$ cat config.mk
export PLATFORM = sky130hd
export DESIGN_NAME = idea_final
export DESIGN_NICKNAME = d
export VERILOG_FILES = /design/src/rtl/idea_pkg.sv /design/src/rtl/idea_final.sv
export SDC_FILE = /design/constraint.sdc
export NUM_CORES = 2
export LEC_CHECK = 0
export BUFFER_PORTS_ARGS = -buffer_cell sky130_fd_sc_hd__buf_2
export CORE_MARGIN = 4
export CORE_UTILIZATION = 64
export CTS_BUF_LIST = sky130_fd_sc_hd__clkbuf_16
export DETAILED_ROUTE_END_ITERATION = 10
export GPL_TIMING_DRIVEN = 0
export PLACE_DENSITY = 0.83
export SLEW_MARGIN = 5
export SYNTH_ARGS = -nofsm -noshare
export SYNTH_HDL_FRONTEND = slang
export SYNTH_SLANG_ARGS = --single-unit
export TNS_END_PERCENT = 20
$ cat constraint.sdc
create_clock -name clock -period 11.2 [get_ports clock]
set_input_delay 3.36 -clock clock [delete_from_list [all_inputs] [get_ports clock]]
set_output_delay 3.36 -clock clock [all_outputs]
set_load 0.02 [all_outputs]
$ cat src/rtl/idea_pkg.sv
// ----------------------------------------------------------------------------
// IDEA cipher package
// Shared types, register indexes and the modulo 65537 multiply helpers.
// ----------------------------------------------------------------------------
package idea_pkg;

   localparam int unsigned SUB_W     = 16;
   localparam int unsigned BLOCK_W   = 64;
   localparam int unsigned KEY_IDX_W = 6;
   localparam int unsigned CSR_IDX_W = 2;

   localparam logic [CSR_IDX_W-1:0] CSR_KEY_HIGH = 2'd0;
   localparam logic [CSR_IDX_W-1:0] CSR_KEY_LOW  = 2'd1;
   localparam logic [CSR_IDX_W-1:0] CSR_MODE     = 2'd2;

   typedef struct packed {
      logic                 valid;
      logic [KEY_IDX_W-1:0] index;
      logic [SUB_W-1:0]     data;
   } key_wr_type;

   // first half of a multiply: raw product plus the zero-operand result
   typedef struct packed {
      logic [2*SUB_W-1:0] prod;
      logic               zero;
      logic [SUB_W-1:0]   fix;
   } mul_stage_type;

   function automatic mul_stage_type mul_start(input logic [SUB_W-1:0] a,
                                               input logic [SUB_W-1:0] b);
      mul_stage_type m;
      m.prod = 32'(a) * 32'(b);
      m.zero = (a == 16'd0) || (b == 16'd0);
      m.fix  = 16'd1 - ((a == 16'd0) ? b : a);
      return m;
   endfunction

   // second half: low minus high, plus one on borrow
   function automatic logic [SUB_W-1:0] mul_end(input mul_stage_type m);
      logic [SUB_W-1:0] lo;
      logic [SUB_W-1:0] hi;
      lo = m.prod[SUB_W-1:0];
      hi = m.prod[2*SUB_W-1:SUB_W];
      if (m.zero) begin
         return m.fix;
      end else if (lo >= hi) begin
         return lo - hi;
      end else begin
         return lo - hi + 16'd1;
      end
   endfunction

endpackage

$ cat src/rtl/idea_final.sv
// ----------------------------------------------------------------------------
// IDEA output cell
// Output half-round in two stages, holding the last four subkeys.
// ----------------------------------------------------------------------------
module idea_final import idea_pkg::*; #(
   parameter int KEY_BASE = 48
) (
   input  logic               clock,
   input  logic               reset,
   input  logic               adv,
   input  key_wr_type         key_wr,
   input  logic               in_valid,
   input  logic [BLOCK_W-1:0] in_data,
   output logic               out_valid,
   output logic [BLOCK_W-1:0] out_data
);

   logic [SUB_W-1:0]   k_ff [4];
   logic [1:0]         v_ff;
   mul_stage_type      p0_ff, p3_ff;
   logic [SUB_W-1:0]   y1_ff, y2_ff;
   logic [BLOCK_W-1:0] out_ff;

   for (genvar j = 0; j < 4; j++) begin : g_key
      always_ff @(posedge clock) begin
         if (key_wr.valid && key_wr.index == 6'(KEY_BASE + j)) begin
            k_ff[j] <= key_wr.data;
         end
      end
   end

   always_ff @(posedge clock) begin
      if (reset) begin
         v_ff <= '0;
      end else if (adv) begin
         v_ff <= {v_ff[0], in_valid};
      end
   end

   always_ff @(posedge clock) begin
      if (adv) begin
         p0_ff  <= mul_start(in_data[63:48], k_ff[0]);
         y1_ff  <= in_data[31:16] + k_ff[1];
         y2_ff  <= in_data[47:32] + k_ff[2];
         p3_ff  <= mul_start(in_data[15:0], k_ff[3]);
         out_ff <= {mul_end(p0_ff), y1_ff, y2_ff, mul_end(p3_ff)};
      end
   end

   assign out_valid = v_ff[1];
   assign out_data  = out_ff;

endmodule

# Word level (Yosys, flattened, before mapping)
# Memory sizes are Yosys's and may differ from the RTL's.
# Index checks and enable logic that the tools add are counted.
[classes]
n_eq_ne = 4
mux = 23
addsub = 8
n_mul = 2
reduce_logical = 13
n_lt_le_gt_ge = 2
[op_table]
columns = ["operator", "n"]
rows = [
  ["two-way mux 16 bit", 9],
  ["logical NOT 16 bit", 4],
  ["multiplier 16 x 16 -> 32 bit", 2],
  ["OR reduction 16 bit", 3],
  ["adder 16 x 1 -> 16 bit, second input constant", 2],
  ["adder 16 bit", 2],
  ["greater-or-equal comparator 16 bit", 2],
  ["subtractor 1 x 16 -> 16 bit, first input constant", 2],
  ["subtractor 16 bit", 2],
  ["== test 6 bit, second input constant", 4],
  ["two-way mux 1 bit", 11],
  ["two-way mux 2 bit", 3],
  ["logical AND 1 bit", 4],
  ["logical OR 1 bit", 2],
]
[word_totals]
out_inout_bits = 65
inputBits = 91
elab_cells = 63
register_bits = 196
ram_bits = 64
n_memories = 1
[mem_list]
columns = ["memory", "words", "word_bits", "read_ports", "rd_clocked_by_memory_dff", "write_ports", "line_no", "rtl"]
rows = [
  ["k_ff", 4, 16, 4, 0, 1, "idea_final.sv:18", "logic [SUB_W-1:0] k_ff [4];"],
]

# Depth between registers and ports, before layout
[depth]
ltp_word = 8
ltp_mapped = 26
ltp_nobuf = 23

# Least setup slack after synthesis
# Ideal clock, no wire load.
[synth_path]
kind = "input to register"
from = "input port in_data[62]"
to = "register p0_ff[47] (netlist name), data pin"
path_buffers = 3
required_time_ns = 10.940
setup_ns = 0.260
path_stages = 23
arrival_ns = 9.227
slack_ns = 1.713
path_cell_list = "clkbuf_1 clkbuf_1 nand2_1 fa_1 fa_1 inv_1 fa_1 fa_1 fa_1 inv_1 fa_1 inv_1 ha_1 clkbuf_1 o21ai_0 nand2b_1 a211oi_1 o311a_1 o41a_1 or2_2 a31oi_1 mux2i_1 nand2_1"
[synth_via]
elab_chain_len = 1
[synth_rtl]
columns = ["item", "line_no", "rtl"]
rows = [
  ["from (decl)", "idea_final.sv:13", "input logic [BLOCK_W-1:0] in_data,"],
  ["multiplier 16 x 16 -> 32 bit", "idea_pkg.sv:32", "m.prod = 32'(a) * 32'(b);"],
  ["to (signal assigned)", "idea_final.sv:42", "p0_ff <= mul_start(in_data[63:48], k_ff[0]);"],
  ["to (decl)", "idea_final.sv:20", "mul_stage_type p0_ff, p3_ff;"],
]
# No other way between the ends.
# A chain may end at the register's enable or synchronous reset.

# Final worst setup path
[layout_path]
from = "input port in_data[10]"
to = "register p3_ff[48] (netlist name), data pin"
[layout_via]
elab_chain_len = 1
[layout_rtl]
columns = ["item", "line_no", "rtl"]
rows = [
  ["multiplier 16 x 16 -> 32 bit", "idea_pkg.sv:32", ""],
  ["to (signal assigned)", "idea_final.sv:45", "p3_ff <= mul_start(in_data[15:0], k_ff[3]);"],
  ["to (decl)", "idea_final.sv:20", ""],
]
# No other way between the ends.

==> run_results.csv <==
group,metric,value,unit
status,status,"completed",
cells_and_area,layout_commonest_cell,"inv_1",
floorplanning,ios,156,
grt,grt_max_degree,132,
yosys,ys_types,73,
yosys,syn_inst,3042,
yosys,ys_seq_elements,260,
cts,clkTransAtPathRegs,0.06,ns
power,p_per_area,245,nW/um^2
cts,clock_tree.buffer_depth,3,
yosys,avgSynthCellArea,9.79,um^2
floorplanning,rows,78,
cts,insertion_delay,0.56,ns
setup_path,crit_family,"adder cells",
detailed_routing,drc,0,
detailed_routing,drt-pass1-iter-count,6,
timing,fmax,96.9,MHz
timing,setup_viol,0,
placed_design,port_buffers,145,
yosys,ys_warn_count,0,
timing,grt_setup_unrepaired,"false",
yosys,synth_edf_count,258,
setup_path,criticalPathCategory,"input pin to flip-flop",
cells_and_area,final_core_util,70.7,%
floorplanning,core_area,45700,um^2
setup_path,crit_required,11.50,ns
setup_path,endpoint_kind,"flip-flop",
placed_design,dp_hpwl,63.4,mm
detailed_routing,ant_nets,0,
cts,post_cts_resized,0,
floorplanning,die-width,224,um
cells_and_area,fin_nets,3977,
timing,hold_violations,0,
placed_design,dp.cells,3789,
cts,cts_hold_buf,0,
setup_path,cp.arrival,10.62,ns
yosys,syn_area,29800,um^2
detailed_routing,wl,79.8,mm
setup_path,critical-path-max-stage-delay,0.77,ns
power,total_power,7.92,mW
cells_and_area,layout_common_cells,"inv_1 (507), nand2_1 (395), fa_1 (392)",
detailed_routing,drtIter0Drc,1868,
timing,period_minus_slack,10.32,ns
yosys,yosys-top-cells-area,"fa_1 (26%), edfxtp_1 (26%), ha_1 (12%)",
grt,grt_pass1_wl,126,mm
cts,cts_buffers,29,
yosys,synth_top_area_share,26.3,%
grt,grt_overflow,0,
setup_path,crit_path_cell_trace,"buf_2 -> clkbuf_1 -> clkbuf_1 -> nand2_1 -> fa_1 -> fa_1 -> fa_1 -> fa_1 -> inv_1 -> fa_1 -> inv_1 -> fa_1 -> inv_1 -> ha_1 -> nand2_1 -> o31ai_1 -> a22oi_1 -> a31oi_1 -> a21oi_1 -> o21ai_0 -> xnor2_1",
yosys,synth_top_cell_by_area,"fa_1",
timing,finalMaxSlewViolations,0,
floorplanning,die_height,224,um
grt,antenna_found_initial,5,
floorplanning,die-area,50100,um^2
job,maxCapViolCount,0,
detailed_routing,drt-wirelength-per-cell,20.8,um
cts,cts.sinks,260,
worst_hold_path,hold_path_class,"flip-flop to flip-flop",
cells_and_area,drive_gt1_share,6.69,%
placed_design,gp_congestion,0.975,
setup_path,crit_fanout,10,
yosys,synth_nets,3799,
detailed_routing,vias_per_cell,5.94,
yosys,synthArstFlopShare,0,%
power,p_leak,14.8,nW
yosys,synthFlopType,"edfxtp_1",
cts,post-cts-setup-buffers,0,
timing,whs,0.418,ns
timing,worst_pin_slew,1.41,ns
timing,slew_headroom,4.96,%
setup_path,slowest_stage,"o31ai_1",
cells_and_area,area_growth,8.36,%
setup_path,critPathLaunchType,"input pin",
timing,fin_crit_sh,92.2,%
setup_path,cp_common_cell,"fa_1",
timing,setup_tns,0,ns
yosys,ys_seq_area_share,26.1,%
grt,grt_pass1_vias,23746,
setup_path,path_buf_inv,6,
detailed_routing,via_count,22821,
grt,track_usage,32.1,%
floorplanning,floorplan.initialDensity,65.2,%
timing,fin_skew,0.0126,ns
cts,htreeDepth,1,
power,vdd_drop_max,0.308,mV
cts,root_buffer,"clkbuf_16",
cells_and_area,antennaDiodeCount,0,
cells_and_area,fin_cells,3842,
cts,cts_tree,"yes",
[final timing paths]
path,start,endpoint,slack [ns],cells past startpoint
worst min-delay path,y1_ff[0],out_data[32],0.42,0
worst min register to register,y1_ff[0],out_data[32],0.42,0
worst max-delay path,in_data[10],p3_ff[48],0.88,21
worst max register to register,k_ff[3][3],p3_ff[48],3.58,20
[final cells by class]
type,count,area [um^2]
multi-input cells,2137,19600
fillers,3423,13400
flip-flops and latches,260,7790
inverters,506,1900
repair buffers,147,771
well taps,600,751
clock buffers,29,726
plain buffers,139,522
clock inverters,24,233
[state kept, by name, summed over array words and instances, names as in the netlist]
name      cells
out_data     64
p0_ff        49
y1_ff        16
p3_ff        49
k_ff         64
y2_ff        16
v_ff          2
[cell families (layout without fill, tap and decap cells)]
group / Yosys count / after routing / share of synthesized area [%]
and+or+nand+nor: 935 / 935 / 15.4
adders and majority gates: 666 / 666 / 37.8
buffers and inverters: 645 / 845 / 8.13
AOI/OAI and AO/OA: 384 / 384 / 7.94
DFF: 260 / 260 / 26.1
xor gates and xnor gates: 143 / 143 / 4.20
muxes: 9 / 9 / 0.311
[worst reg2reg max path, cell delays in order, from the launching register on]
cell and delay [ns]:
edfxtp_1 0.44, clkbuf_1 0.55, clkbuf_1 0.53, nand2_1 0.14, fa_1 0.49, fa_1 0.58
fa_1 0.45, fa_1 0.57, inv_1 0.06, fa_1 0.48, inv_1 0.05, fa_1 0.49
inv_1 0.05, ha_1 0.34, nand2_1 0.07, o31ai_1 0.77, a22oi_1 0.30, a31oi_1 0.34
a21oi_1 0.18, o21ai_0 0.32, xnor2_1 0.14
[cell usage after synthesis (8+ instances only)]
master and instances:
inv_1 506, nand2_1 395, fa_1 392, ha_1 274, edfxtp_1 258, and2_1 231
clkbuf_1 135, a21oi_1 129, nor2_1 102, o21ai_0 90, xnor2_1 90, nor3_1 55
xor2_1 53, a21o_1 33, nand3_1 23, a31oi_1 20, nand4_1 20, nand2b_1 18
and3_1 16, nor2b_1 16, a211oi_1 14, or3_1 13, nor4_1 10, o21bai_1 10
a21boi_0 9, o21a_1 9, a211o_1 8, o31ai_1 8
[report_power, final]
group	switching, mW	total [mW]	internal [mW]
Sequential	0.0579	1.55	1.50
Clock	0.405	0.953	0.548
Combinational	3.33	5.42	2.09
[metrics by stage]
step / instance area [um^2] / setup slack, ns
finish: 32300 / 0.877
global route: 32300 / 0.768
CTS: 32300 / 1.06
detailed placement: 31300 / 0.459
global placement: 31300 / 0.728
floorplan: 29800 / 1.71
[metal layers]
layer  GRT usage [%]  share of wire [%]  vias to the layer above
li1                -                  -                    10198
met1            43.0                 39                    11175
met2            51.6                 46                     1231
met3            8.94                 11                      211
met4            9.76                3.6                        6
met5               0              0.048                        -
Power figures use the tool's default switching activity.
