`config.mk`:
```
export PLATFORM = sky130hd
export DESIGN_NAME = idea_round
export DESIGN_NICKNAME = d
export VERILOG_FILES = /design/src/rtl/idea_pkg.sv /design/src/rtl/idea_round.sv
export SDC_FILE = /design/constraint.sdc
export NUM_CORES = 2
export LEC_CHECK = 0
export BUFFER_PORTS_ARGS = -buffer_cell sky130_fd_sc_hd__buf_4
export CAP_MARGIN = 20
export CELL_PAD_IN_SITES_DETAIL_PLACEMENT = 1
export CELL_PAD_IN_SITES_GLOBAL_PLACEMENT = 2
export CORE_MARGIN = 4
export CORE_UTILIZATION = 47
export CTS_CLUSTER_SIZE = 14
export DETAILED_ROUTE_END_ITERATION = 8
export PLACE_DENSITY_LB_ADDON = 0.12
export SLEW_MARGIN = 0
export SYNTH_ARGS = -nofsm -noshare
export SYNTH_HDL_FRONTEND = slang
export SYNTH_SLANG_ARGS = --single-unit
export TNS_END_PERCENT = 50
```
`constraint.sdc`:
```
create_clock -name clock -period 22.9 [get_ports clock]
set_input_delay 6.87 -clock clock [delete_from_list [all_inputs] [get_ports clock]]
set_output_delay 6.87 -clock clock [all_outputs]
set_load 0.02 [all_outputs]
```
`src/rtl/idea_pkg.sv`:
```
// ----------------------------------------------------------------------------
// IDEA cipher package
// Shared types, register indexes and the modulo 65537 multiply helpers.
// ----------------------------------------------------------------------------
package idea_pkg;

   localparam int unsigned SUB_W     = 16;
   localparam int unsigned BLOCK_W   = 64;
   localparam int unsigned KEY_IDX_W = 6;
   localparam int unsigned CSR_IDX_W = 2;

   localparam logic [CSR_IDX_W-1:0] CSR_KEY_HIGH = 2'd0;
   localparam logic [CSR_IDX_W-1:0] CSR_KEY_LOW  = 2'd1;
   localparam logic [CSR_IDX_W-1:0] CSR_MODE     = 2'd2;

   typedef struct packed {
      logic                 valid;
      logic [KEY_IDX_W-1:0] index;
      logic [SUB_W-1:0]     data;
   } key_wr_type;

   // first half of a multiply: raw product plus the zero-operand result
   typedef struct packed {
      logic [2*SUB_W-1:0] prod;
      logic               zero;
      logic [SUB_W-1:0]   fix;
   } mul_stage_type;

   function automatic mul_stage_type mul_start(input logic [SUB_W-1:0] a,
                                               input logic [SUB_W-1:0] b);
      mul_stage_type m;
      m.prod = 32'(a) * 32'(b);
      m.zero = (a == 16'd0) || (b == 16'd0);
      m.fix  = 16'd1 - ((a == 16'd0) ? b : a);
      return m;
   endfunction

   // second half: low minus high, plus one on borrow
   function automatic logic [SUB_W-1:0] mul_end(input mul_stage_type m);
      logic [SUB_W-1:0] lo;
      logic [SUB_W-1:0] hi;
      lo = m.prod[SUB_W-1:0];
      hi = m.prod[2*SUB_W-1:SUB_W];
      if (m.zero) begin
         return m.fix;
      end else if (lo >= hi) begin
         return lo - hi;
      end else begin
         return lo - hi + 16'd1;
      end
   endfunction

endpackage

```
`src/rtl/idea_round.sv`:
```
// ----------------------------------------------------------------------------
// IDEA round cell
// One full round in six stages, holding its own six subkeys.
// ----------------------------------------------------------------------------
module idea_round import idea_pkg::*; #(
   parameter int KEY_BASE = 0
) (
   input  logic               clock,
   input  logic               reset,
   input  logic               adv,
   input  key_wr_type         key_wr,
   input  logic               in_valid,
   input  logic [BLOCK_W-1:0] in_data,
   output logic               out_valid,
   output logic [BLOCK_W-1:0] out_data
);

   logic [SUB_W-1:0] k_ff [6];
   logic [5:0]       v_ff;
   mul_stage_type    pa_ff, pd_ff, pt0_ff, pt1_ff;
   logic [SUB_W-1:0] a_ff [2:5];
   logic [SUB_W-1:0] b_ff [1:5];
   logic [SUB_W-1:0] c_ff [1:5];
   logic [SUB_W-1:0] d_ff [2:5];
   logic [SUB_W-1:0] t0_ff;
   logic [SUB_W-1:0] t0_hold_ff;
   logic [BLOCK_W-1:0] out_ff;
   logic [SUB_W-1:0] t1, t2;

   for (genvar j = 0; j < 6; j++) begin : g_key
      always_ff @(posedge clock) begin
         if (key_wr.valid && key_wr.index == 6'(KEY_BASE + j)) begin
            k_ff[j] <= key_wr.data;
         end
      end
   end

   always_ff @(posedge clock) begin
      if (reset) begin
         v_ff <= '0;
      end else if (adv) begin
         v_ff <= {v_ff[4:0], in_valid};
      end
   end

   assign t1 = mul_end(pt1_ff);
   assign t2 = t0_hold_ff + t1;

   always_ff @(posedge clock) begin
      if (adv) begin
         pa_ff    <= mul_start(in_data[63:48], k_ff[0]);
         pd_ff    <= mul_start(in_data[15:0], k_ff[3]);
         b_ff[1]  <= in_data[47:32] + k_ff[1];
         c_ff[1]  <= in_data[31:16] + k_ff[2];

         a_ff[2]  <= mul_end(pa_ff);
         d_ff[2]  <= mul_end(pd_ff);
         b_ff[2]  <= b_ff[1];
         c_ff[2]  <= c_ff[1];

         pt0_ff   <= mul_start(k_ff[4], a_ff[2] ^ c_ff[2]);
         a_ff[3]  <= a_ff[2];
         b_ff[3]  <= b_ff[2];
         c_ff[3]  <= c_ff[2];
         d_ff[3]  <= d_ff[2];

         t0_ff    <= mul_end(pt0_ff);
         a_ff[4]  <= a_ff[3];
         b_ff[4]  <= b_ff[3];
         c_ff[4]  <= c_ff[3];
         d_ff[4]  <= d_ff[3];

         pt1_ff   <= mul_start(k_ff[5], t0_ff + (b_ff[4] ^ d_ff[4]));
         a_ff[5]  <= a_ff[4];
         b_ff[5]  <= b_ff[4];
         c_ff[5]  <= c_ff[4];
         d_ff[5]  <= d_ff[4];

         out_ff   <= {a_ff[5] ^ t1, c_ff[5] ^ t1, b_ff[5] ^ t2, d_ff[5] ^ t2};
      end
   end

   // t0 travels one stage behind its product
   always_ff @(posedge clock) begin
      if (adv) begin
         t0_hold_ff <= t0_ff;
      end
   end

   assign out_valid = v_ff[5];
   assign out_data  = out_ff;

endmodule

```
==> Word-level counts from Yosys, hierarchy flattened <==
Memories as Yosys holds them, arrays and structs flattened.
Cells that the tools add are included.
{ "classes": {"addsub": 16, "mul": 4, "n_div": 0, "magnitude_cmp": 4, "eq_ne": 5, "shifts": 0, "muxes": 43, "bitwise_logic": 6, "reduce_logical": 24} }
{ "op_table": {"columns": ["op", "n"], "rows": [
  ["$mux W16", 19],
  ["$logic_not A16 Y1", 8],
  ["$mul A16 B16 Y32", 4],
  ["$xor A16 B16 Y16", 6],
  ["$reduce_or A16 Y1", 5],
  ["$add A16 B1 Y16 const B", 4],
  ["$add A16 B16 Y16", 4],
  ["$ge A16 B16 Y1", 4],
  ["$sub A1 B16 Y16 const A", 4],
  ["$sub A16 B16 Y16", 4],
  ["$mux W1", 19],
  ["$mux W3", 5],
  ["$eq A6 B2 Y1 const B", 2],
  ["$eq A6 B3 Y1 const B", 2],
  ["$eq A6 B1 Y1 const B", 1],
  ["$logic_and A1 B1 Y1", 6],
  ["$logic_not A6 Y1", 1],
  ["$logic_or A1 B1 Y1", 4]
]} }
{ "word_totals": {"ff_bits": 298, "latchBits": 0, "ramBits": 384, "rom_bits": 0, "out_inout_bits": 65, "n_memories": 5} }
{ "memory_table": {"columns": ["memory", "depth", "width", "rd", "rd_ports_with_merged_regs", "write_ports", "line_no", "rtl"], "rows": [
  ["k_ff", 6, 16, 6, 0, 1, "idea_round.sv:18", "logic [SUB_W-1:0] k_ff [6];"],
  ["b_ff", 5, 16, 5, 0, 5, "idea_round.sv:22", "logic [SUB_W-1:0] b_ff [1:5];"],
  ["c_ff", 5, 16, 5, 0, 5, "idea_round.sv:23", "logic [SUB_W-1:0] c_ff [1:5];"],
  ["a_ff", 4, 16, 4, 0, 4, "idea_round.sv:21", "logic [SUB_W-1:0] a_ff [2:5];"],
  ["d_ff", 4, 16, 4, 0, 4, "idea_round.sv:24", "logic [SUB_W-1:0] d_ff [2:5];"]
]} }

==> Depth between registers and ports, before layout <==
{ "logic_depth": {"ltp_word": 10, "depth_mapped": 35} }

==> Least setup slack after synthesis <==
Ideal clock, no wire load.
{ "synth_timing": {"path_kind": "in2reg", "from": "input in_data[11]", "to": "register pd_ff[48] in the netlist's numbering (data pin)", "setup_ns": 0.260, "t_arrival_ns": 12.759, "t_required_ns": 22.640, "slack_ns": 9.881, "cell_stages": 24, "path_cell_list": "clkbuf_1 clkbuf_1 nand2_1 fa_1 inv_1 fa_1 fa_1 fa_1 inv_1 fa_1 inv_1 fa_1 ha_1 a21o_1 a21oi_1 nor2b_1 a311oi_1 o21ai_0 a41oi_1 o211ai_1 a211oi_1 o31ai_1 a21oi_1 xnor2_1"} }
{ "synth_via": {"elab_chain_len": 1} }
{ "synth_lines": {"columns": ["item", "line_no", "rtl"], "rows": [
  ["start, declared", "idea_round.sv:13", "input logic [BLOCK_W-1:0] in_data,"],
  ["$mul A16 B16 Y32", "idea_pkg.sv:32", "m.prod = 32'(a) * 32'(b);"],
  ["end signal, assigned", "idea_round.sv:52", "pd_ff <= mul_start(in_data[15:0], k_ff[3]);"],
  ["end, declared", "idea_round.sv:20", "mul_stage_type pa_ff, pd_ff, pt0_ff, pt1_ff;"]
]} }
Every way passes these cells.
A chain may end at the register's enable or synchronous reset.

==> Worst setup path after layout <==
Ends and elaborated chain as after synthesis.

==> run_results.csv <==
group,metric,value,unit
global_route,grt_max_degree,186,
placement,portBuffers,155,
synthesis,synth_cells,6183,
detailed_routing,routedWlPerCell,23.9,microns
critical_path,rr_endpoint,"pt1_ff[47]$_DFFE_PP_",
global_route,antenna_found_initial,16,
synthesis,synth_most_common_cell,"inv_1",
die,die_h,378,microns
synthesis,synthAdderAreaFrac,0.351,
cells_and_area,nFillCells,14900,
sta,fin_crit,12.57,ns
global_route,grt_first_pass_wirelength,296000,microns
synthesis,yosys-top-cells-area,"edfxtp_1, fa_1, ha_1",
sta,rsz0062_at_grt,"no",
global_route,grt_pass1_vias,48300,
global_route,gr-total-overflow,0,
die,rows,135,
global_route,grt_usage,0.275,
die,io_pins,156,
synthesis,ys_async_sr_fraction,0,
synthesis,synthFlopType,"edfxtp_1",
placement,place_congestion,0.847,
clocking,postCtsSetupBuffers,0,
detailed_routing,drtIter0Drc,3152,
clocking,cts_inserted_buffers,79,
critical_path,r2r_slack,13.12,ns
clocking,holdBufCountCts,0,
detailed_routing,vias_per_cell,5.51,
critical_path,worstPathMaxFanout,19,
critical_path,cp-startpoint,"in_data[11]",
synthesis,synth-xor-area-share,0.0551,
critical_path,cp_slowest_stage_delay,0.57,ns
sta,clock_skew,0.0493,ns
critical_path,critPathSlowestCell,"fa_1",
critical_path,reg2regPathDepth,34,
synthesis,synth_top_family_by_area,"adder cells",
clocking,cts_tree,"done",
worst_hold_path,hold_path_depth,0,
critical_path,cp-endpoint,"pd_ff[48]$_DFFE_PP_",
detailed_routing,vias,44600,
worst_hold_path,hold_class,"reg -> reg",
synthesis,netlist.area_leader.share,0.315,
placement,dpl.hpwl,148000,microns
clocking,htreeDepth,3,
sta,finalSetupViolations,0,
sta,fmax,79.5,MHz
critical_path,arrival,12.99,ns
critical_path,critical_path_buf_inv_count,4,
job,drv_cap,0,
critical_path,critical_path.top_delay_family,"adder cells",
cells_and_area,drive_above_1_share,0.0606,
sta,hold_viol,0,
detailed_routing,antenna_left,0,
clocking,clkSinkCount,682,
synthesis,synth_common_cells,"inv_1, nand2_1, fa_1, edfxtp_1, ha_1",
synthesis,synthSimpleGateAreaFrac,0.129,
die,core,136000,sq um
critical_path,cp-end-kind,"register",
synthesis,ys_seq_elements,682,
critical_path,critPathRequiredTime,23.32,ns
synthesis,synth_area_per_cell,10.4,sq um
sta,finalSetupTns,0,ns
clocking,clk_pin_slew_worst_paths,0.06,ns
synthesis,yosysSeqAreaShare,0.317,
synthesis,yosysTopAreaCell,"edfxtp_1",
clocking,clk_latency,0.71,ns
synthesis,yosysWarnings,0,
synthesis,synth_edf_count,676,
critical_path,cp-start-kind,"primary input",
detailed_routing,drtPass1Iterations,5,
die,fp.dieW,378,microns
clocking,cts_resized,0,
critical_path,crit_type,"in -> reg",
clocking,cts_root_buf,"clkbuf_16",
synthesis,muxShareOfSynthArea,0.00268,
die,start_util,0.474,
clocking,ctsLongestPathBuffers,3,
run_status,status,"complete, no violations",
sta,period_share,0.549,
critical_path,cp.depth,23,
detailed_routing,drc,0,
synthesis,synth-compound-area-share,0.0684,
critical_path,timing.critical_path.cells,"buf_4, nand2_1, fa_1, inv_1, fa_1, fa_1, fa_1, inv_1, fa_1, inv_1, fa_1, ha_1, a21o_1, a21oi_1, nor2b_1, a311oi_1, o21ai_0, a41oi_1, o211ai_1, a211oi_1, o31ai_1, a21oi_1, xnor2_1",
detailed_routing,wl,193000,microns
synthesis,syn-cell-area,64400,sq um
critical_path,cpMostUsedCell,"fa_1",
critical_path,timing.rr.start,"d_ff[2][1]$_DFFE_PP_",
sta,relSlewSlack,0.205,
sta,whs,0.397,ns
synthesis,yosysUniqueCellTypes,84,
sta,drv_slew,0,
sta,tightest_slew,1.19,ns
die,die-area,143000,sq um
cells_and_area,syn_to_final_growth,9.01,%
synthesis,synthesis.nets,7609,
cells_and_area,fin_nets,7661,
[worst min-delay path by stage]
stage,start,to
2_1_floorplan,a_ff[1][16]$_DFFE_PP_,a_ff[2][0]$_DFFE_PP_
3_3_place_gp,c_ff[0][62]$_DFFE_PP_,c_ff[0][78]$_DFFE_PP_
3_5_place_dp,a_ff[2][5]$_DFFE_PP_,a_ff[2][21]$_DFFE_PP_
4_1_cts,b_ff[0][34]$_DFFE_PP_,b_ff[0][50]$_DFFE_PP_
5_1_grt,b_ff[0][33]$_DFFE_PP_,b_ff[0][49]$_DFFE_PP_
6_report,b_ff[0][34]$_DFFE_PP_,b_ff[0][50]$_DFFE_PP_
[metal layers]
layer,up-vias,share of wire,wire (microns),track usage
met5,-,0,0,0
met3,254,0.050,9740,0.0369
met1,23200,0.44,85000,0.377
met2,1119,0.48,92000,0.458
met4,0,0.034,6470,0.0832
li1,20000,-,-,-
[worst register-to-register path: cells and delay by family (launching register included)]
family / cells / cell delay, ns
buffers and inverters: 4 / 0.45
adders and majority gates: 8 / 3.56
AOI/OAI and AO/OA: 16 / 4.11
DFF: 1 / 0.50
and+or+nand+nor: 3 / 0.30
xor gates and xnor gates: 3 / 0.57
[final cells by class]
class                           instances  area (sq um)  area share
Antenna cell                           14          35.0    0.000499
Clock inverter                         60           671     0.00956
Multi-Input combinational cell       4192         39100       0.557
Inverter                             1051          3950      0.0562
Timing Repair Buffer                  229          1770      0.0252
Tap cell                             1781          2230      0.0318
Clock buffer                           87          2030      0.0289
Sequential cell                       682         20400       0.291
[state kept, by name, indices dropped and copies added (netlist names), 49 cells and up]
name / count
d_ff: 64
pa_ff: 49
pd_ff: 49
b_ff: 80
c_ff: 80
out_data: 64
pt1_ff: 49
k_ff: 96
pt0_ff: 49
a_ff: 64
[cell usage in the layout, fill, tap and decap left out, types with 13 or more instances in the layout]
master,n
inv_1,1051
nand2_1,792
fa_1,784
edfxtp_1,676
ha_1,551
and2_1,393
a21oi_1,233
xnor2_1,229
buf_4,224
nor2_1,206
o21ai_0,169
xor2_1,169
a21o_1,82
clkbuf_16,79
nand3_1,62
nor3_1,62
o21a_1,32
nand2b_1,31
nand4_1,29
nor2b_1,29
nor4_1,27
a211oi_1,24
o21bai_1,24
o31ai_1,23
or3_1,20
clkinv_1,19
and3_1,16
a31oi_1,16
nor3b_1,16
diode_2,14
mux2i_1,13
[logic make-up (layout without fill, tap and decap cells)]
logic type	Yosys count	in the layout
other	0	14
XOR/XNOR	401	401
buffers and inverters	1309	1427
multiplexers	17	17
AO/OA/AOI/OAI	706	706
adder cells (fa/ha/maj)	1335	1335
AND/OR/NAND/NOR	1733	1733
flip-flops	682	682
[per-stage QoR]
stage	worst slack (ns)	area, sq um	utilization	instances
6_report	10.33	70200	0.517	8096
5_1_grt	10.01	70100	0.517	8084
4_1_cts	10.35	70100	0.516	8078
3_5_place_dp	9.63	67400	0.496	7931
3_3_place_gp	9.71	67400	0.496	7931
2_1_floorplan	9.88	64400	-	6183
Power is left out: the tool's default activity adds up to more than one toggle a clock period on the data nets, which glitch-free logic cannot reach.
