===== src/rtl/idea_pkg.sv =====
// ----------------------------------------------------------------------------
// IDEA cipher package
// Shared types, register indexes and the modulo 65537 multiply helpers.
// ----------------------------------------------------------------------------
package idea_pkg;

   localparam int unsigned SUB_W     = 16;
   localparam int unsigned BLOCK_W   = 64;
   localparam int unsigned KEY_IDX_W = 6;
   localparam int unsigned CSR_IDX_W = 2;

   localparam logic [CSR_IDX_W-1:0] CSR_KEY_HIGH = 2'd0;
   localparam logic [CSR_IDX_W-1:0] CSR_KEY_LOW  = 2'd1;
   localparam logic [CSR_IDX_W-1:0] CSR_MODE     = 2'd2;

   typedef struct packed {
      logic                 valid;
      logic [KEY_IDX_W-1:0] index;
      logic [SUB_W-1:0]     data;
   } key_wr_type;

   // first half of a multiply: raw product plus the zero-operand result
   typedef struct packed {
      logic [2*SUB_W-1:0] prod;
      logic               zero;
      logic [SUB_W-1:0]   fix;
   } mul_stage_type;

   function automatic mul_stage_type mul_start(input logic [SUB_W-1:0] a,
                                               input logic [SUB_W-1:0] b);
      mul_stage_type m;
      m.prod = 32'(a) * 32'(b);
      m.zero = (a == 16'd0) || (b == 16'd0);
      m.fix  = 16'd1 - ((a == 16'd0) ? b : a);
      return m;
   endfunction

   // second half: low minus high, plus one on borrow
   function automatic logic [SUB_W-1:0] mul_end(input mul_stage_type m);
      logic [SUB_W-1:0] lo;
      logic [SUB_W-1:0] hi;
      lo = m.prod[SUB_W-1:0];
      hi = m.prod[2*SUB_W-1:SUB_W];
      if (m.zero) begin
         return m.fix;
      end else if (lo >= hi) begin
         return lo - hi;
      end else begin
         return lo - hi + 16'd1;
      end
   endfunction

endpackage


===== src/rtl/idea_inv.sv =====
// ----------------------------------------------------------------------------
// IDEA multiplicative inverse
// Raises a subkey to the power 65535 modulo 65537 by square and multiply,
// sixteen iterations, each a multiply start and a multiply end.
// ----------------------------------------------------------------------------
module idea_inv import idea_pkg::*; (
   input  logic             clock,
   input  logic             reset,
   input  logic             start,
   input  logic [SUB_W-1:0] value,
   output logic             done,
   output logic [SUB_W-1:0] result
);

   logic             run_ff;
   logic             phase_ff;
   logic [3:0]       cnt_ff;
   logic             done_ff;
   logic [SUB_W-1:0] r_ff;
   logic [SUB_W-1:0] b_ff;
   mul_stage_type    mr_ff;
   mul_stage_type    mb_ff;

   always_ff @(posedge clock) begin
      if (reset) begin
         run_ff   <= 1'b0;
         phase_ff <= 1'b0;
         cnt_ff   <= '0;
         done_ff  <= 1'b0;
      end else if (start) begin
         run_ff   <= 1'b1;
         phase_ff <= 1'b0;
         cnt_ff   <= '0;
         done_ff  <= 1'b0;
      end else begin
         done_ff <= 1'b0;
         if (run_ff) begin
            phase_ff <= ~phase_ff;
            if (phase_ff) begin
               cnt_ff <= cnt_ff + 4'd1;
               if (cnt_ff == 4'd15) begin
                  run_ff  <= 1'b0;
                  done_ff <= 1'b1;
               end
            end
         end
      end
   end

   always_ff @(posedge clock) begin
      if (start) begin
         r_ff <= 16'd1;
         b_ff <= value;
      end else if (run_ff && phase_ff) begin
         r_ff <= mul_end(mr_ff);
         b_ff <= mul_end(mb_ff);
      end
      if (run_ff && !phase_ff) begin
         mr_ff <= mul_start(r_ff, b_ff);
         mb_ff <= mul_start(b_ff, b_ff);
      end
   end

   assign done   = done_ff;
   assign result = r_ff;

endmodule


===== src/rtl/idea_keysched.sv =====
// ----------------------------------------------------------------------------
// IDEA key schedule
// Holds the key registers and writes the subkeys into the cells one at a
// time, inverting them for decryption.
// ----------------------------------------------------------------------------
module idea_keysched import idea_pkg::*; #(
   parameter int ROUNDS = 8
) (
   input  logic                 clock,
   input  logic                 reset,
   input  logic                 csr_write,
   input  logic [CSR_IDX_W-1:0] csr_index,
   input  logic [BLOCK_W-1:0]   csr_data,
   output logic                 busy,
   output key_wr_type           key_wr
);

   typedef enum logic [2:0] {
      KS_IDLE = 3'b001,
      KS_STEP = 3'b010,
      KS_INV  = 3'b100
   } ks_state_type;

   localparam logic [3:0] LAST_RND = 4'(ROUNDS);

   ks_state_type         st_ff;
   logic [3:0]           rnd_ff;
   logic [2:0]           wrd_ff;
   logic [BLOCK_W-1:0]   key_high_ff;
   logic [BLOCK_W-1:0]   key_low_ff;
   logic                 decrypt_ff;

   logic                 cfg_hit;
   logic [3:0]           rr;
   logic [KEY_IDX_W-1:0] base;
   logic [KEY_IDX_W-1:0] dst;
   logic [KEY_IDX_W-1:0] src;
   logic                 outer_rnd;
   logic [6:0]           grp;
   logic [6:0]           off;
   logic [7:0]           pos;
   logic [255:0]         dbl;
   logic [SUB_W-1:0]     ek;
   logic                 need_inv;
   logic                 need_neg;
   logic                 last;
   logic                 inv_start;
   logic                 inv_done;
   logic [SUB_W-1:0]     inv_res;
   logic                 step_done;

   assign cfg_hit = csr_write && (csr_index == CSR_KEY_HIGH || csr_index == CSR_KEY_LOW ||
                                  csr_index == CSR_MODE);

   always_comb begin
      rr        = LAST_RND - rnd_ff;
      base      = 6'(rr) * 6'd6;
      dst       = 6'(rnd_ff) * 6'd6 + 6'(wrd_ff);
      outer_rnd = (rnd_ff == 4'd0) || (rnd_ff == LAST_RND);
      if (!decrypt_ff) begin
         src = dst;
      end else begin
         unique case (wrd_ff)
            3'd0:    src = base;
            3'd1:    src = base + (outer_rnd ? 6'd1 : 6'd2);
            3'd2:    src = base + (outer_rnd ? 6'd2 : 6'd1);
            3'd3:    src = base + 6'd3;
            3'd4:    src = base - 6'd2;
            3'd5:    src = base - 6'd1;
            default: src = base;
         endcase
      end
      // subkey src is the key rotated by 25 per group of eight, word src mod 8
      grp      = 7'(src[5:3]);
      off      = {src[2:0], 4'b0000} + grp * 7'd25;
      pos      = 8'd255 - {1'b0, off};
      dbl      = {key_high_ff, key_low_ff, key_high_ff, key_low_ff};
      ek       = dbl[pos -: 16];
      need_inv = decrypt_ff && (wrd_ff == 3'd0 || wrd_ff == 3'd3);
      need_neg = decrypt_ff && (wrd_ff == 3'd1 || wrd_ff == 3'd2);
      last     = (rnd_ff == LAST_RND) && (wrd_ff == 3'd3);
   end

   assign inv_start = (st_ff == KS_STEP) && need_inv;
   assign step_done = ((st_ff == KS_STEP) && !need_inv) || ((st_ff == KS_INV) && inv_done);

   idea_inv u_inv (
      .clock  (clock),
      .reset  (reset),
      .start  (inv_start),
      .value  (ek),
      .done   (inv_done),
      .result (inv_res)
   );

   always_ff @(posedge clock) begin
      if (reset) begin
         st_ff       <= KS_STEP;
         rnd_ff      <= '0;
         wrd_ff      <= '0;
         key_high_ff <= '0;
         key_low_ff  <= '0;
         decrypt_ff  <= 1'b0;
      end else begin
         if (csr_write) begin
            priority if (csr_index == CSR_KEY_HIGH) begin
               key_high_ff <= csr_data;
            end else if (csr_index == CSR_KEY_LOW) begin
               key_low_ff <= csr_data;
            end else if (csr_index == CSR_MODE) begin
               decrypt_ff <= csr_data[0];
            end
         end
         priority if (cfg_hit) begin
            st_ff  <= KS_STEP;
            rnd_ff <= '0;
            wrd_ff <= '0;
         end else if (step_done) begin
            if (last) begin
               st_ff <= KS_IDLE;
            end else begin
               st_ff <= KS_STEP;
               if (wrd_ff == 3'd5) begin
                  wrd_ff <= '0;
                  rnd_ff <= rnd_ff + 4'd1;
               end else begin
                  wrd_ff <= wrd_ff + 3'd1;
               end
            end
         end else if (inv_start) begin
            st_ff <= KS_INV;
         end
      end
   end

   always_comb begin
      key_wr.valid = step_done;
      key_wr.index = dst;
      if (need_inv) begin
         key_wr.data = inv_res;
      end else if (need_neg) begin
         key_wr.data = 16'd0 - ek;
      end else begin
         key_wr.data = ek;
      end
   end

   assign busy = (st_ff != KS_IDLE);

endmodule


===== config.mk =====
export PLATFORM = sky130hd
export DESIGN_NAME = idea_keysched
export DESIGN_NICKNAME = d
export VERILOG_FILES = /design/src/rtl/idea_pkg.sv /design/src/rtl/idea_inv.sv /design/src/rtl/idea_keysched.sv
export SDC_FILE = /design/constraint.sdc
export NUM_CORES = 2
export LEC_CHECK = 0
export ABC_CLOCK_PERIOD_IN_PS = 14950
export BUFFER_PORTS_ARGS = -buffer_cell sky130_fd_sc_hd__buf_2
export CORE_AREA = 3 3 300 302
export CTS_BUF_LIST = sky130_fd_sc_hd__clkbuf_16
export DETAILED_ROUTE_END_ITERATION = 8
export DIE_AREA = 0 0 303 305
export PLACE_DENSITY = 0.57
export SETUP_SLACK_MARGIN = 0.2
export SLEW_MARGIN = 15
export SYNTH_ARGS = -nofsm -noshare
export SYNTH_HDL_FRONTEND = slang
export SYNTH_SLANG_ARGS = --single-unit

===== constraint.sdc =====
create_clock -name clock -period 14.95 [get_ports clock]
set_input_delay 0 -clock clock [delete_from_list [all_inputs] [get_ports clock]]
set_output_delay 0 -clock clock [all_outputs]
set_load 0.005 [all_outputs]

* Word level (Yosys, flattened, before mapping)
Index checks and enable logic that the tools add are counted.
Cells by class: add/sub/neg operators 19, $mul 5, $lt $le $gt $ge 2, equal/unequal tests 12, shift-type cells 1, multiplexer cells 22, bitwise gates (word level) 5, reductions and logical operators 34
Operators with widths (count):
- $shiftx 271x9->16 | 1
- $mux 16 | 9
- $mul 16x16->32 | 2
- $sub 1x16->16 const A | 3
- $add 16x1->16 const B | 2
- $ge 16x16->1 | 2
- $logic_not 16->1 | 2
- $sub 16x16->16 | 2
- $pmux 6 s5 | 1
- $add 6x2->6 | 2
- $mul 4x2->5 const B | 2
- $eq 3x2->1 const B | 3
- $eq 3x3->1 const B | 3
- $logic_and 1x1->1 | 9
- $mux 3 | 3
- $add 4x1->4 const B | 2
- $eq 4x4->1 const B | 2
- $sub 8x7->8 const A | 1
- $add 7x7->7 | 1
- $logic_or 1x1->1 | 7
- $mul 3x5->7 const B | 1
- $add 6x2->6 const B | 1
- $add 6x3->6 | 1
- $mux 2 | 3
- other kinds (21) | 35
Word-level totals: bits in registers 276, input bits 69, output and inout bits 24

* Depth between registers and ports, before layout
depth in word-level cells 13, gate-level depth with buffers 41

* Modules after synthesis
From an unflattened synthesis, not the netlist that was laid out.
Second synthesis, totals: cells, all modules 4488, area total of the unflattened synthesis 37628.6 µm²
By module, submodules not included:
- idea_inv | instances 1, cells each 2637, area an instance 23794.1 µm², sequential area each 3853.7 µm²
- idea_keysched | instances 1, cells each 1851, area an instance 13834.5 µm², sequential area each 2782.7 µm²

* Worst setup path before layout
Ideal clock, no wire load.
path kind reg2out, from register wrd_ff[2], to output port key_wr[7] in the netlist's numbering, data arrival time 8.179 ns, required time 14.950 ns, setup slack 6.771 ns, stages on the path, launching flop included 38, buffers on the path 8, cells stage by stage dfxtp_1 > buf_2 > buf_1 > inv_1 > ha_1 > buf_2 > inv_1 > o21ai_1 > or2_2 > xnor2_1 > ha_1 > or2_2 > a211o_1 > a21o_1 > and3_1 > clkbuf_1 > inv_1 > buf_1 > [2 not listed] > ha_1 > fa_1 > ha_1 > xor2_1 > xnor2_1 > xor2_2 > nand2b_1 > or2_1 > buf_4 > nor2_1 > a22oi_2 > a21boi_1 > or4b_1 > a2111oi_4 > nor3_2 > a31oi_1 > xnor2_1 > a21oi_1
RTL lines:
- start, declared | line idea_keysched.sv:28 | logic [2:0] wrd_ff;
- start signal, assigned | line idea_keysched.sv:127 | wrd_ff <= wrd_ff + 3'd1;
- end, declared | line idea_keysched.sv:15 | output key_wr_type key_wr

==> results.sh <==
export IMPL_synthesis_area_um2=35000
export IMPL_grt_ovfl_total=0
export IMPL_grt_max_degree=119
export IMPL_grt_pass1_vias=29100
export IMPL_synth_edff_count=113
export IMPL_path_common_cell="ha_1"
export IMPL_max_stage_delay_ns=0.76
export IMPL_gp_congestion=1.04
export IMPL_critPathMaxFanout=32
export IMPL_place_ws_ns=4.61
export IMPL_finalSetupViolCount=0
export IMPL_yosys_top_cells_area="fa_1 21%, edfxtp_1 9.7%, ha_1 9.4%, dfxtp_1 9.3%, nand2_1 7.0%"
export IMPL_nets=4881
export IMPL_synth_seq_cells=275
export IMPL_holdWs_ns=0.196
export IMPL_io_pins=93
export IMPL_rsz0062_at_grt="no"
export IMPL_hold_class="in -> reg"
export IMPL_dr_pass1_iters=6
export IMPL_cp_arrival_ns=11.18
export IMPL_post_route_period_util=0.748
export IMPL_cts_made_buffers=31
export IMPL_rows=109
export IMPL_drc=0
export IMPL_status="complete, no violations"
export IMPL_critical_path_class="reg -> out"
export IMPL_maxCapViolations=0
export IMPL_clk_latency_ns=0.59
export IMPL_final_common_cell="nand2_1"
export IMPL_end_kind="output port"
export IMPL_reg2regPathDepth=29
export IMPL_fmax_mhz=89.5
export IMPL_dp_hpwl_mm=91.5
export IMPL_post_cts_buffers=0
export IMPL_slew_viol_final=0
export IMPL_final_core_util=0.432
export IMPL_ant_nets=0
export IMPL_timing_slew_headroom=0.276
export IMPL_fin_area_um2=38000
export IMPL_drt_initial_drc_count=2345
export IMPL_worst_endpoint_required_ns=14.95
export IMPL_viasPerCell=5.46
export IMPL_p_total_mw=3.83
export IMPL_vias=29300
export IMPL_die_w_um=303
export IMPL_final_layout_size_suffix_gt1_frac=0.0649
export IMPL_grt_pass1_wl_mm=180
export IMPL_ir_worst_vdd_mv=0.103
export IMPL_antenna_found_initial=6
export IMPL_initial_core_util=0.398
export IMPL_worst_slack_ns=3.77
export IMPL_grt_util_all_layers=0.252
export IMPL_clock_sinks=275
export IMPL_wl_per_cell_um=21.8
export IMPL_die_area_um2=92400
export IMPL_area_growth_pct=8.66
export IMPL_cts_tree="built"
export IMPL_crit_slowest_cell="dfxtp_1"
export IMPL_post_cts_resized=0
export IMPL_portBuffers=92
export IMPL_h_tree_depth=1
export IMPL_mostFrequentLayoutCells="657 x nand2_1, 596 x inv_1, 362 x fa_1"
export IMPL_syn_nets=4860
export IMPL_synthArstFlopShare=0
export IMPL_final_cells=5374
export IMPL_synth_top_area_cell="fa_1"
export IMPL_dp_cells=5246
export IMPL_hold_path_depth=4
export IMPL_ctsHoldBuffers=73
export IMPL_placed_cell_area_um2=36300
export IMPL_avgSynthCellArea_um2=8.40
export IMPL_drt_total_wl_mm=117
export IMPL_skew_ns=0.0107
export IMPL_synth_top_cell_area_share=0.207
export IMPL_setup_tns_ns=0
export IMPL_ys_types=108
export IMPL_dominantRegCellSynth="dfxtp_1"
export IMPL_die_h_um=305
export IMPL_insertedDiodeCount=0
export IMPL_path_clk_slew_ns=0.06
export IMPL_yosysSeqAreaShare=0.190
export IMPL_synth_warnings=0
export IMPL_synthCells=4166
export IMPL_layout_min_cycle_time_ns=11.18
export IMPL_powerDensity_nw_per_um2=101
export IMPL_tightest_slew_ns=1.08
export IMPL_design_core_area_um2=88000
export IMPL_cts_buffer_depth=3
export IMPL_start_kind="register"
export IMPL_hold_viol=0
export IMPL_p_leak_nw=17.2
export IMPL_cts_root_buffer="clkbuf_16"
## flip-flops by register name, indices dropped and copies added (netlist names), 3 cells and up
signal,count
key_high_ff,64
key_low_ff,64
u_inv.mr_ff,49
u_inv.mb_ff,48
u_inv.b_ff,16
u_inv.result,16
rnd_ff,4
u_inv.cnt_ff,4
st_ff,3
wrd_ff,3
## cell type report
class | instances | area (um2)
fillers | 8902 | 49900
multi-input cells | 3066 | 25100
flip-flops and latches | 275 | 6640
inverters | 593 | 2230
repair buffers | 220 | 1620
well taps | 1165 | 1460
clock buffers | 32 | 801
clock inverters | 23 | 160
## worst max-delay path: cells and delay by family (launching register included)
kind	cells	cell delay [ns]
simple gates	10	2.76
fa+ha+maj	7	2.61
compound gates	6	1.68
buf+inv	6	1.44
xor+xnor	5	1.30
flops	1	0.76
## cell families (layout without fill, tap and decap cells)
family / after synthesis / in the layout / synth area share
AO/OA/AOI/OAI: 725 / 725 / 0.129
multiplexers: 226 / 226 / 0.0677
adder cells (fa/ha/maj): 625 / 625 / 0.301
buffers and inverters: 825 / 868 / 0.0929
AND/OR/NAND/NOR: 1315 / 1315 / 0.175
flip-flops: 275 / 275 / 0.190
XOR/XNOR: 175 / 175 / 0.0448
## Yosys cell counts, drive strengths merged, types with 113 or more instances
library cell,number
a21oi,295
and2,164
clkbuf,172
dfxtp,162
edfxtp,113
fa,362
ha,263
inv,585
mux2i,200
nand2,657
nor2,199
o21ai,122
xnor2,117
## report_power, final
part	total [mW]	internal, mW	switching [mW]
combinational	2.15	0.883	1.27
sequential	0.940	0.905	0.0348
clock	0.746	0.419	0.327
total	3.83	2.21	1.63
## routing by layer
metal | vias to the layer above | track usage | part of all wire
met4 | 6 | 0.0674 | 0.032
met5 | - | 0 | 0.00027
met2 | 933 | 0.409 | 0.46
met3 | 197 | 0.0380 | 0.064
li1 | 13800 | - | -
met1 | 14400 | 0.349 | 0.44
## worst paths after layout
path	start	end	slack (ns)
setup reg to reg	rnd_ff[0]	u_inv.b_ff[10]	5.17
hold reg to reg	key_low_ff[3]	key_low_ff[3]	0.46
setup / recovery	rnd_ff[0]	key_wr[10]	3.77
hold / removal	csr_data[40]	key_low_ff[40]	0.20
(Power assumes the default switching activity.)
